===== src/sv/ihex_pkg.sv =====
// Shared types, codes and helpers for the hex record parser.
// No dependencies; imported by the parser top level.
package ihex_pkg;

   localparam int COUNT_BITS_DEF = 24;
   localparam int QUEUE_DEPTH    = 4;
   localparam int QUEUE_AW       = $clog2(QUEUE_DEPTH);

   localparam logic [7:0] CHAR_NEWLINE = 8'd10;
   localparam logic [7:0] CHAR_COLON   = 8'h3a;
   localparam logic [9:0] DIGIT_MAX    = 10'd1023;
   localparam logic [9:0] DIGIT_MIN    = 10'd10;
   localparam logic [23:0] REPORT_MAX  = 24'hffffff;

   localparam logic [1:0] KIND_DATA   = 2'd0;
   localparam logic [1:0] KIND_STATUS = 2'd1;
   localparam logic [1:0] KIND_REPORT = 2'd2;

   localparam logic [2:0] ST_OK       = 3'd0;
   localparam logic [2:0] ST_NO_COLON = 3'd1;
   localparam logic [2:0] ST_BAD_LEN  = 3'd2;
   localparam logic [2:0] ST_BAD_HEX  = 3'd3;
   localparam logic [2:0] ST_BAD_CNT  = 3'd4;
   localparam logic [2:0] ST_CHECKSUM = 3'd5;

   localparam logic [7:0] RTYPE_DATA = 8'd0;
   localparam logic [7:0] RTYPE_EOF  = 8'd1;

   typedef struct packed {
      logic [1:0]  kind;
      logic [7:0]  data_byte;
      logic [2:0]  status;
      logic [7:0]  record_type;
      logic [23:0] total_bytes;
      logic        last;
   } rsp_type;

   typedef struct packed {
      logic       ok;
      logic [3:0] value;
   } hex_type;

   function automatic hex_type hex_decode(input logic [7:0] c);
      hex_type h;
      h.ok    = 1'b1;
      h.value = 4'd0;
      if (c >= 8'h30 && c <= 8'h39) begin
         h.value = 4'(c - 8'h30);
      end else if (c >= 8'h41 && c <= 8'h46) begin
         h.value = 4'(c - 8'h37);
      end else if (c >= 8'h61 && c <= 8'h66) begin
         h.value = 4'(c - 8'h57);
      end else begin
         h.ok = 1'b0;
      end
      return h;
   endfunction

endpackage


===== src/sv/intel_hex_record_parser.sv =====
// Streaming hex record parser: one character per request, results through a small queue.
// Depends on ihex_pkg.
// A result is written into the queue when its request is accepted and offered on rsp in turn.
// Throughput: one character per cycle while req_tready is high; end of stream with an open
// line gives two results, written together. req_tready is low while fewer than two queue
// entries are free. Reset (synchronous) clears parser state, byte count and queue.
module intel_hex_record_parser #(
   parameter int COUNT_BITS = ihex_pkg::COUNT_BITS_DEF
) (
   input  logic        clock,
   input  logic        reset,
   input  logic        req_tvalid,
   output logic        req_tready,
   input  logic [7:0]  req_tdata,   // char_code
   input  logic        req_tlast,   // end_of_stream
   output logic        rsp_tvalid,
   input  logic        rsp_tready,
   output logic [47:0] rsp_tdata,   // data_byte, status, record_type, total_bytes, zero pad
   output logic [1:0]  rsp_tuser,   // kind
   output logic        rsp_tlast    // last
);
   import ihex_pkg::*;

   localparam logic [2:0] PH_COLON   = 3'd0;
   localparam logic [2:0] PH_REC     = 3'd1;
   localparam logic [2:0] PH_BADHEX  = 3'd2;
   localparam logic [2:0] PH_NOCOLON = 3'd3;
   localparam logic [2:0] PH_DONE    = 3'd4;

   logic [2:0]            phase_ff, phase_in;
   logic [9:0]            digit_ff, digit_in;
   logic [3:0]            nibble_ff, nibble_in;
   logic [7:0]            length_ff, length_in;
   logic [7:0]            rkind_ff, rkind_in;
   logic [7:0]            cksum_ff, cksum_in;
   logic                  eof_ff, eof_in;
   logic [2:0]            sticky_ff, sticky_in;
   logic [COUNT_BITS-1:0] total_ff, total_in;
   logic [7:0]            pending_ff, pending_in;

   rsp_type               queue_ff [QUEUE_DEPTH];
   logic [QUEUE_AW-1:0]   wr_ptr_ff, rd_ptr_ff;
   logic [QUEUE_AW:0]     count_ff;

   logic                  req_fire, rsp_fire;
   logic [2:0]            le_status;
   logic [COUNT_BITS:0]   le_sum;
   logic [COUNT_BITS-1:0] le_total;
   logic [COUNT_BITS-1:0] total_eff;
   logic [2:0]            sticky_eff;
   logic [31:0]           total_wide;
   logic [23:0]           report_total;
   hex_type               hex;
   logic [9:0]            digit_next;
   logic [7:0]            byte_val;
   logic [8:0]            pair;
   logic [1:0]            n_res;
   rsp_type               res0, res1;

   assign req_fire   = req_tvalid && req_tready;
   assign rsp_fire   = rsp_tvalid && rsp_tready;
   assign req_tready = count_ff <= (QUEUE_AW+1)'(QUEUE_DEPTH - 2);
   assign rsp_tvalid = count_ff != '0;

   assign rsp_tdata = {5'd0, queue_ff[rd_ptr_ff].total_bytes, queue_ff[rd_ptr_ff].record_type,
                       queue_ff[rd_ptr_ff].status, queue_ff[rd_ptr_ff].data_byte};
   assign rsp_tuser = queue_ff[rd_ptr_ff].kind;
   assign rsp_tlast = queue_ff[rd_ptr_ff].last;

   always_comb begin
      if (phase_ff == PH_COLON || phase_ff == PH_NOCOLON) begin
         le_status = ST_NO_COLON;
      end else if (digit_ff[0] || digit_ff < DIGIT_MIN) begin
         le_status = ST_BAD_LEN;
      end else if (phase_ff == PH_BADHEX) begin
         le_status = ST_BAD_HEX;
      end else if (digit_ff != 10'({length_ff, 1'b0}) + DIGIT_MIN) begin
         le_status = ST_BAD_CNT;
      end else if (cksum_ff != 8'd0) begin
         le_status = ST_CHECKSUM;
      end else begin
         le_status = ST_OK;
      end
   end

   assign le_sum   = {1'b0, total_ff} + (COUNT_BITS+1)'(pending_ff);
   assign le_total = le_sum[COUNT_BITS] ? '1 : le_sum[COUNT_BITS-1:0];

   assign hex        = hex_decode(req_tdata);
   assign digit_next = digit_ff + 10'd1;
   assign byte_val   = {nibble_ff, hex.value};
   assign pair       = digit_next[9:1] - 9'd1;

   always_comb begin
      phase_in   = phase_ff;
      digit_in   = digit_ff;
      nibble_in  = nibble_ff;
      length_in  = length_ff;
      rkind_in   = rkind_ff;
      cksum_in   = cksum_ff;
      eof_in     = eof_ff;
      sticky_in  = sticky_ff;
      total_in   = total_ff;
      pending_in = pending_ff;
      n_res      = 2'd0;
      res0       = '0;
      res1       = '0;
      total_eff  = total_ff;
      sticky_eff = sticky_ff;
      total_wide = 32'(total_ff);
      report_total = 24'd0;
      if (req_tlast) begin
         if (phase_ff == PH_REC || phase_ff == PH_BADHEX || phase_ff == PH_NOCOLON) begin
            res0.kind        = KIND_STATUS;
            res0.status      = le_status;
            res0.record_type = rkind_ff;
            n_res            = 2'd1;
            if (le_status != ST_OK) begin
               sticky_eff = le_status;
            end else if (rkind_ff == RTYPE_DATA) begin
               total_eff = le_total;
            end
         end
         total_wide   = 32'(total_eff);
         report_total = (total_wide > 32'(REPORT_MAX)) ? REPORT_MAX : total_wide[23:0];
         if (n_res == 2'd1) begin
            res1.kind        = KIND_REPORT;
            res1.status      = sticky_eff;
            res1.total_bytes = report_total;
            res1.last        = 1'b1;
            n_res            = 2'd2;
         end else begin
            res0.kind        = KIND_REPORT;
            res0.status      = sticky_eff;
            res0.total_bytes = report_total;
            res0.last        = 1'b1;
            n_res            = 2'd1;
         end
         phase_in   = PH_COLON;
         digit_in   = '0;
         nibble_in  = '0;
         length_in  = '0;
         rkind_in   = '0;
         cksum_in   = '0;
         eof_in     = 1'b0;
         sticky_in  = ST_OK;
         total_in   = '0;
         pending_in = '0;
      end else if (phase_ff == PH_DONE) begin
         n_res = 2'd0;
      end else if (req_tdata == CHAR_NEWLINE) begin
         res0.kind        = KIND_STATUS;
         res0.status      = le_status;
         res0.record_type = rkind_ff;
         res0.last        = 1'b1;
         n_res            = 2'd1;
         if (le_status != ST_OK) begin
            sticky_in = le_status;
            phase_in  = PH_DONE;
         end else if (rkind_ff == RTYPE_DATA) begin
            total_in = le_total;
            phase_in = PH_COLON;
         end else if (rkind_ff == RTYPE_EOF) begin
            eof_in   = 1'b1;
            phase_in = PH_DONE;
         end else begin
            phase_in = PH_COLON;
         end
         digit_in   = '0;
         nibble_in  = '0;
         length_in  = '0;
         rkind_in   = '0;
         cksum_in   = '0;
         pending_in = '0;
      end else if (phase_ff == PH_COLON) begin
         digit_in   = '0;
         nibble_in  = '0;
         length_in  = '0;
         rkind_in   = '0;
         cksum_in   = '0;
         pending_in = '0;
         phase_in   = (req_tdata == CHAR_COLON) ? PH_REC : PH_NOCOLON;
      end else if (phase_ff == PH_NOCOLON) begin
         n_res = 2'd0;
      end else begin
         if (!hex.ok) begin
            phase_in = PH_BADHEX;
         end
         if (digit_ff < DIGIT_MAX) begin
            digit_in = digit_next;
            if (digit_next[0]) begin
               nibble_in = hex.value;
            end else begin
               cksum_in = cksum_ff + byte_val;
               if (pair == 9'd0) begin
                  length_in = byte_val;
               end else if (pair == 9'd3) begin
                  rkind_in = byte_val;
               end else if (pair >= 9'd4 && 10'(pair) < 10'd4 + 10'(length_ff) &&
                            rkind_ff == RTYPE_DATA && phase_ff == PH_REC && hex.ok) begin
                  res0.kind      = KIND_DATA;
                  res0.data_byte = byte_val;
                  res0.last      = 1'b1;
                  n_res          = 2'd1;
                  pending_in     = pending_ff + 8'd1;
               end
            end
         end
      end
   end

   always_ff @(posedge clock) begin
      if (reset) begin
         phase_ff   <= PH_COLON;
         digit_ff   <= '0;
         nibble_ff  <= '0;
         length_ff  <= '0;
         rkind_ff   <= '0;
         cksum_ff   <= '0;
         eof_ff     <= 1'b0;
         sticky_ff  <= ST_OK;
         total_ff   <= '0;
         pending_ff <= '0;
      end else if (req_fire) begin
         phase_ff   <= phase_in;
         digit_ff   <= digit_in;
         nibble_ff  <= nibble_in;
         length_ff  <= length_in;
         rkind_ff   <= rkind_in;
         cksum_ff   <= cksum_in;
         eof_ff     <= eof_in;
         sticky_ff  <= sticky_in;
         total_ff   <= total_in;
         pending_ff <= pending_in;
      end
   end

   always_ff @(posedge clock) begin
      if (req_fire && n_res != 2'd0) begin
         queue_ff[wr_ptr_ff] <= res0;
      end
      if (req_fire && n_res == 2'd2) begin
         queue_ff[wr_ptr_ff + QUEUE_AW'(1)] <= res1;
      end
   end

   always_ff @(posedge clock) begin
      if (reset) begin
         wr_ptr_ff <= '0;
         rd_ptr_ff <= '0;
         count_ff  <= '0;
      end else begin
         wr_ptr_ff <= wr_ptr_ff + (req_fire ? QUEUE_AW'(n_res) : QUEUE_AW'(0));
         rd_ptr_ff <= rd_ptr_ff + (rsp_fire ? QUEUE_AW'(1) : QUEUE_AW'(0));
         count_ff  <= count_ff + (req_fire ? (QUEUE_AW+1)'(n_res) : (QUEUE_AW+1)'(0))
                      - (rsp_fire ? (QUEUE_AW+1)'(1) : (QUEUE_AW+1)'(0));
      end
   end

   a_eof_done: assert property (@(posedge clock) disable iff (reset)
      eof_ff |-> phase_ff == PH_DONE)
      else $error("end-of-file flag set outside done phase");

   a_sticky_done: assert property (@(posedge clock) disable iff (reset)
      sticky_ff != ST_OK |-> phase_ff == PH_DONE)
      else $error("sticky error set while still parsing");

   a_queue_bound: assert property (@(posedge clock) disable iff (reset)
      count_ff <= (QUEUE_AW+1)'(QUEUE_DEPTH))
      else $error("result queue overflow");

   a_eos_clear: assert property (@(posedge clock) disable iff (reset)
      req_fire && req_tlast |=> phase_ff == PH_COLON && total_ff == '0 && sticky_ff == ST_OK)
      else $error("end of stream did not restart the parser");

endmodule

===== config.mk =====
export PLATFORM = sky130hd
export DESIGN_NAME = intel_hex_record_parser
export DESIGN_NICKNAME = d
export VERILOG_FILES = /design/src/sv/ihex_pkg.sv /design/src/sv/intel_hex_record_parser.sv
export SDC_FILE = /design/constraint.sdc
export NUM_CORES = 1
export LEC_CHECK = 0
export ABC_AREA = 1
export BUFFER_PORTS_ARGS = -buffer_cell sky130_fd_sc_hd__buf_2
export CAP_MARGIN = 20
export CORE_MARGIN = 8
export CORE_UTILIZATION = 45
export DETAILED_ROUTE_END_ITERATION = 7
export HOLD_SLACK_MARGIN = 0.05
export PLACE_DENSITY = 0.69
export SYNTH_ARGS = -nofsm -noshare
export SYNTH_HDL_FRONTEND = slang
export SYNTH_SLANG_ARGS = --single-unit

===== constraint.sdc =====
create_clock -name clock -period 4.84 [get_ports clock]
set_input_delay 0.726 -clock clock [delete_from_list [all_inputs] [get_ports clock]]
set_output_delay 0.726 -clock clock [all_outputs]
set_load 0.05 [all_outputs]

==> reports/metrics.sh, run 1 <==
MIN-DELAY-START='sticky_ff[2]'
SHARE_OF_LAYOUT_CELLS_ABOVE_DRIVE_STRENGTH_1=0.0857
FINALSETUPVIOLCOUNT=0
NUMBER_OF_GLOBAL_ROUTE_VIAS_BEFORE_REPAIR=14500
SYNTH_TOP_AREA_FRAC=0.218
DIE_HEIGHT_UM=204
VIA_COUNT=15500
CTSHTREEMAXLEVEL=1
COUNT_OF_BUFFERS_FROM_PORT_BUFFERING=60
FLOORPLAN.DIE_AREA_UM2=41700
CLOCKROOTBUFFER='sky130_fd_sc_hd__clkbuf_16'
TRITONCTS.NUM_BUFFERS=30
TIMING.RR.START='digit_ff[0]'
HOLD_VIOLATIONS=0
FP-ROW-COUNT=69
WORSTHOLDPATHCELLS=2
FIRST_PASS_ITERS=8
CRITPATHMAXFANOUT=7
CP.ARRIVAL_PS=4830
CRITICAL_PATH.SLOWEST_CELL='sky130_fd_sc_hd__dfxtp_2'
GRT_START_MAX_NET_PINS=77
YS_TOP_CELLS_BY_COUNT='sky130_fd_sc_hd__nand2_1, sky130_fd_sc_hd__nor2_1, sky130_fd_sc_hd__inv_1, sky130_fd_sc_hd__o21ai_0, sky130_fd_sc_hd__nand3_1'
NUM-FILL-CELLS=3411
TIMING.CLOCK.SKEW_PS=17.3
SYNTH_AREA_LEADERS='sky130_fd_sc_hd__edfxtp_1, sky130_fd_sc_hd__dfxtp_1, sky130_fd_sc_hd__nand2_1, sky130_fd_sc_hd__o21ai_0, sky130_fd_sc_hd__nor2_1'
WORST_HOLD_PATH_TYPE='flop to flop'
MAXCAPVIOLCOUNT=0
DRTITER0DRC=1441
REGISTER_TO_REGISTER_PATH_DEPTH=29
LIBRARY_CELL_APPEARING_MOST_OFTEN_ON_THE_CRITICAL_PATH='sky130_fd_sc_hd__nand2_1'
SYNTH-EDFF-COUNT=116
GRT_REMAINING_OVERFLOW=0
CTS_RESIZED=0
POWER-PER-CELL-AREA_nW_PER_UM2=559
IO-PIN-COUNT=66
POST_SYNTH_NUM_CELL_TYPES=46
DP_HPWL_MM=32.9
WORST_R2R_ENDPOINT='count_ff[2]'
VIAS_PER_CELL=5.66
CLK-INSERTION-DELAY-LATE_PS=580
DRCVIOLATIONCOUNT=0
WORST_CASE_REGISTER_TO_REGISTER_SETUP_SLACK_PS=430
NUMBER_OF_ANTENNA_VIOLATIONS_AT_THE_FIRST_CHECK_IN_GLOBAL_ROUTING=2
FINAL_ANTENNA_VIOLATING_NET_COUNT=0
CTS_TREE='done'
YOSYSSEQAREASHARE=0.408
AREA_OF_THE_MAPPED_NETLIST_UM2=16000
TIMING.CRITICAL_PATH.SLOWEST_CELL_DELAY_PS=400
CTS_SETUP_BUFFERS=0
CORE_REGION_AREA_UM2=35200
CRITICALPATHCATEGORY='flop to flop'
TIMING.SETUP.TNS_PS=0
P_LEAK_nW=7.78
PLACE_CONGESTION=0.954
DRT_WL_TOTAL_MM=49.7
TOTAL_GLOBAL_ROUTE_TRACK_USAGE=0.232
FINAL.PERIOD_UTILIZATION=0.911
SYNTH_CELLS=2246
SYNTHARSTFLOPSHARE=0
CTSLONGESTPATHBUFFERS=3
YS_SEQ_ELEMENTS=267
ANTENNA_CELLS=0
FINISH.NET_COUNT=2319
GRT_FIRST_PASS_WIRELENGTH_MM=78.5
CRIT_PATH_END_KIND='flop'
DOMINANT_CELL_TYPE_BY_AREA_AFTER_SYNTHESIS='sky130_fd_sc_hd__edfxtp_1'
FLOORPLAN_DIE_WIDTH_UM=204
PEAKVDDDROP_mV=0.428
AREA_GROWTH_PCT=10.5
CLK_PIN_SLEW_WORST_PATHS_PS=60
FINALMAXSLEWVIOLATIONS=0
SYN_AVG_CELL_AREA_UM2=7.10
TIMING.HOLD.WORST_ENDPOINT='sticky_ff[2]'
CP.REQUIRED_PS=5270
FIN_CRIT_PS=4410
HOLD_WS_PS=470
MAX_SLEW_MARGIN=0.282
COUNT_OF_CLOCK_TREE_SINKS=267
WORST-SLEW-PIN-TRANSITION_PS=1070
UNREPAIRED_SETUP_ENDPOINTS_AFTER_GLOBAL_ROUTING='false'
YS_WARNINGS=0
OUTCOME='complete, no violations'
POST_CTS_HOLD_BUFFER_COUNT=0
SYNTH.MOST_COMMON_CELL='sky130_fd_sc_hd__nand2_1'
INITIAL_UTIL=0.453
YOSYS_MOST_USED_DFF='sky130_fd_sc_hd__dfxtp_1'
TIMING.CRITICAL_PATH.FROM_TYPE='flop'
ROUTED_WIRE_LENGTH_PER_INSTANCE_UM=18.1
FMAX_MHz=227
power breakdown:
group	switching, W	internal (W)	total (W)
Clock	0.000951	0.00143	0.00239
Sequential	0.000205	0.00276	0.00296
Combinational	0.00340	0.00110	0.00450
sequential cells by signal, summed over array words and instances, names as in the netlist:
register    flops
rd_ptr_ff       2
rkind_ff        8
wr_ptr_ff       2
sticky_ff       3
pending_ff      8
count_ff        3
total_ff       24
cksum_ff        8
length_ff       8
queue_ff      184
phase_ff        3
digit_ff       10
nibble_ff       4
final cells by class:
type / instances / area (um^2) / share of cell area
clock inverter: 13 / 165 / 0.00936
clock buffer: 41 / 853 / 0.0484
inverter: 264 / 991 / 0.0562
tap: 461 / 577 / 0.0327
sequential: 267 / 6510 / 0.369
multi-input combinational: 1601 / 7930 / 0.450
timing repair buffer: 100 / 613 / 0.0348
worst max-delay path by stage:
stage | depth (start not counted) | end | slack [ps] | from
after floorplan | 24 | queue_ff[3][0] | 580 | digit_ff[0]
after global placement | 29 | count_ff[2] | 510 | digit_ff[0]
after detailed placement | 29 | count_ff[2] | 380 | digit_ff[0]
after CTS | 29 | count_ff[2] | 350 | digit_ff[0]
after global routing | 29 | count_ff[2] | 40 | digit_ff[0]
final | 29 | count_ff[2] | 430 | digit_ff[0]
stage by stage:
| stage | std cells | worst slack (ps) | util | power, W | cell area, um^2 |
|---|---|---|---|---|---|
| after floorplan | 2250 | 584 | - | 0.00633 | 16000 |
| after global placement | 2693 | 508 | 0.472 | 0.00737 | 16600 |
| after detailed placement | 2693 | 380 | 0.472 | 0.00746 | 16600 |
| after CTS | 2747 | 352 | 0.501 | 0.00985 | 17600 |
| after global routing | 2747 | 37.5 | 0.501 | 0.0104 | 17600 |
| final | 2747 | 433 | 0.501 | 0.00985 | 17600 |
routing by layer:
metal,global-route usage,wire [um]
met5,0,27
met2,0.379,22800
met4,0.0746,1270
met3,0.0342,4310
met1,0.312,21300
cells in the final DEF (no fill, tap or decap), drive strengths merged:
cell type / count
clkinv: 11
a21o: 2
o22ai: 46
nor3b: 1
ha: 39
clkbuf: 41
bufinv: 4
dfxtp: 151
nand4: 69
buf: 100
o211a: 1
nor2: 291
and2: 1
or2: 13
nand3: 211
o21bai: 2
o31ai: 2
xnor2: 12
nor3: 24
o311ai: 1
inv: 262
a21boi: 1
a21oi: 130
conb: 5
o21ai: 250
nor4: 4
fa: 3
a211oi: 4
nand3b: 4
xor2: 30
o21a: 1
nand2: 454
edfxtp: 116
critical path, delay by kind of cell, from the launching register on:
kind / cells / cell delay, ps
XOR/XNOR: 2 / 380
AO/OA/AOI/OAI: 1 / 180
flip-flops: 1 / 400
adder cells (fa/ha/maj): 6 / 1550
buffers and inverters: 4 / 220
AND/OR/NAND/NOR: 16 / 1510
cell families (layout without fill, tap and decap cells):
| logic type | Yosys count | after routing | synth area share |
|---|---|---|---|
| AOI/OAI and AO/OA | 440 | 440 | 0.145 |
| other | 1 | 5 | 0.000235 |
| and+or+nand+nor | 1072 | 1072 | 0.293 |
| buffers and inverters | 382 | 418 | 0.0972 |
| adders and majority gates | 42 | 42 | 0.0343 |
| DFF | 267 | 267 | 0.408 |
| xor gates and xnor gates | 42 | 42 | 0.0231 |
No activity file was read; power rests on OpenSTA's default activity.
==> run 2: changes to the inputs <==
clock period = 4.4 ns   (was 4.84 ns; I/O delays follow)
==> run 2 against run 1 <==
First-iteration DRC count shrank 9.6%. Setup slack lost 97 ps. Register-to-register slack got worse by 97 ps. Critical endpoint unchanged. Design area is 1.7% higher. Utilization rose by 0.87 points. Clock-buffer cell count fell by 4. Hold slack is essentially flat. Largest power group unchanged. Final cell count is 0.76% higher.
==> reports/metrics.sh, run 2 (synthesis gave the netlist of run 1 again) <==
OUTCOME='complete, no violations'
WORST_CASE_REGISTER_TO_REGISTER_SETUP_SLACK_PS=340
DRT_WL_TOTAL_MM=49.2
CLOCKROOTBUFFER='sky130_fd_sc_hd__clkbuf_16'
TIMING.CRITICAL_PATH.FROM_TYPE='flop'
LAYOUT.CELLS.MOST_COMMON_LIST='sky130_fd_sc_hd__nand2_1, sky130_fd_sc_hd__nor2_1, sky130_fd_sc_hd__inv_1'
CRITICAL_PATH.SLOWEST_CELL='sky130_fd_sc_hd__fa_1'
TOTAL_GLOBAL_ROUTE_TRACK_USAGE=0.226
MIN-DELAY-START='queue_ff[3][31]'
DP_HPWL_MM=33.0
WORSTHOLDPATHCELLS=2
FINISH.NET_COUNT=2338
FINALMAXSLEWVIOLATIONS=0
WORST-SLEW-PIN-TRANSITION_PS=1110
NUMBER_OF_GLOBAL_ROUTE_VIAS_BEFORE_REPAIR=14400
MOSTFREQUENTLAYOUTCELL='sky130_fd_sc_hd__nand2_1'
NUMBER_OF_ANTENNA_VIOLATIONS_AT_THE_FIRST_CHECK_IN_GLOBAL_ROUTING=1
POST-ROUTE-CELL-AREA_UM2=17900
CP.REQUIRED_PS=4840
CLK_PIN_SLEW_WORST_PATHS_PS=60
DRTITER0DRC=1303
POWER-PER-CELL-AREA_nW_PER_UM2=616
CRITPATHMAXFANOUT=5
WORST_HOLD_PATH_TYPE='flop to flop'
GRT_REMAINING_OVERFLOW=0
FIRST_PASS_ITERS=6
INITIAL_UTIL=0.453
TIMING.SETUP.TNS_PS=0
GRT_FIRST_PASS_WIRELENGTH_MM=76.7
CTSHTREEMAXLEVEL=1
LARGEST_REGISTER_FFS=184
FINALSETUPVIOLCOUNT=0
PLACE_CONGESTION=0.977
DIE_HEIGHT_UM=204
COUNT_OF_BUFFERS_FROM_PORT_BUFFERING=60
HOLD_WS_PS=470
ROUTED_WIRE_LENGTH_PER_INSTANCE_UM=17.8
P_LEAK_nW=7.93
FP-ROW-COUNT=69
FLOORPLAN.DIE_AREA_UM2=41700
REG_TOP3='queue_ff: 184 flops, total_ff: 24 flops, digit_ff: 10 flops'
DETAILED_PLACE.AREA_UM2=16800
FMAX_MHz=246
MAX_SLEW_MARGIN=0.256
CRITICAL-PATH-TOP-DELAY-FAMILY='adder cells'
VIA_COUNT=15500
CP.ARRIVAL_PS=4510
TIMING.CRITICAL_PATH.SLOWEST_CELL_DELAY_PS=380
WORST_R2R_ENDPOINT='count_ff[2]'
TOP_REGISTER='queue_ff'
CTSLONGESTPATHBUFFERS=3
CRITICALPATHCATEGORY='flop to flop'
FIN_CRIT_PS=4060
DRCVIOLATIONCOUNT=0
FLOORPLAN_DIE_WIDTH_UM=204
IO-PIN-COUNT=66
PEAKVDDDROP_mV=0.372
TIMING.RR.START='digit_ff[0]'
FINAL.PERIOD_UTILIZATION=0.924
TIMING.CLOCK.SKEW_PS=29.3
FINAL_ANTENNA_VIOLATING_NET_COUNT=0
COUNT_OF_BUFFER_AND_INVERTER_CELLS_ON_THE_CRITICAL_PATH=6
FIN_UTIL=0.509
REGISTER_TO_REGISTER_PATH_DEPTH=30
AREA_GROWTH_PCT=12.5
CLK-INSERTION-DELAY-LATE_PS=580
TIMING.HOLD.WORST_ENDPOINT='queue_ff[3][31]'
FIN_TOTAL_PWR_W=0.0111
CORE_REGION_AREA_UM2=35200
CRIT_PATH_END_KIND='flop'
COUNT_OF_CLOCK_TREE_SINKS=267
SHARE_OF_LAYOUT_CELLS_ABOVE_DRIVE_STRENGTH_1=0.0984
CTS_TREE='done'
TRITONCTS.NUM_BUFFERS=30
VIAS_PER_CELL=5.59
HOLD_VIOLATIONS=0
MAXCAPVIOLCOUNT=0
GRT_START_MAX_NET_PINS=110
==> run 2: cell count changes in the layout (fill, tap and decap cells not counted), sizes merged <==
cell / before / now
clkinvlp: 0 / 2
inv: 262 / 265
diode: 0 / 1
bufinv: 4 / 7
clkinv: 11 / 8
clkbuf: 41 / 37
buf: 100 / 119
==> run 2: layout make-up <==
type | count | area [um^2]
flip-flops and latches | 267 | 6510
fillers | 3383 | 17300
repair buffers | 119 | 808
well taps | 461 | 577
clock inverters | 18 | 292
diodes | 1 | 2.50
multi-input cells | 1601 | 7970
clock buffers | 37 | 797
inverters | 264 | 991
==> run 2: layer usage <==
metal / wire [um] / vias up / GRT usage
li1: - / 7525 / -
met1: 21200 / 7161 / 0.299
met2: 22100 / 660 / 0.367
met3: 4300 / 122 / 0.0334
met4: 1580 / 2 / 0.0892
met5: 13 / - / 0
==> run 2: metrics by stage <==
step	instances	setup slack [ps]
2_1_floorplan	2250	144
3_3_place_gp	2707	195
3_5_place_dp	2709	124
4_1_cts	2764	115
5_1_grt	2767	-13.7
6_report	2768	336
==> run 2: worst max-delay path by stage <==
stage	start	slack [ps]	cells past startpoint	to
2_1_floorplan	digit_ff[0]	140	24	queue_ff[3][0]
3_3_place_gp	digit_ff[0]	200	30	count_ff[2]
3_5_place_dp	digit_ff[0]	120	30	count_ff[2]
4_1_cts	digit_ff[0]	120	30	count_ff[2]
5_1_grt	digit_ff[0]	-10	30	count_ff[2]
6_report	digit_ff[0]	340	30	count_ff[2]
==> run 2: worst reg2reg max path, delay by kind of cell (launching register included) <==
family | cells | cell delay (ps)
compound gates | 1 | 200
flops | 1 | 330
fa+ha+maj | 6 | 1420
buf+inv | 6 | 310
simple gates | 15 | 1380
xor+xnor | 2 | 330
==> run 2: what timing repair did <==
action                                  CTS  global route
endpoints found under the setup margin    0             2
gates resized for setup                   0            11
buffers inserted                          0             3
hold buffers                              0             0
==> run 2: power breakdown <==
group	leakage [nW]	internal [W]	switching [W]	total, W
combinational	5.15	0.00130	0.00371	0.00501
sequential	2.25	0.00303	0.000256	0.00329
clock	0.528	0.00170	0.00106	0.00277
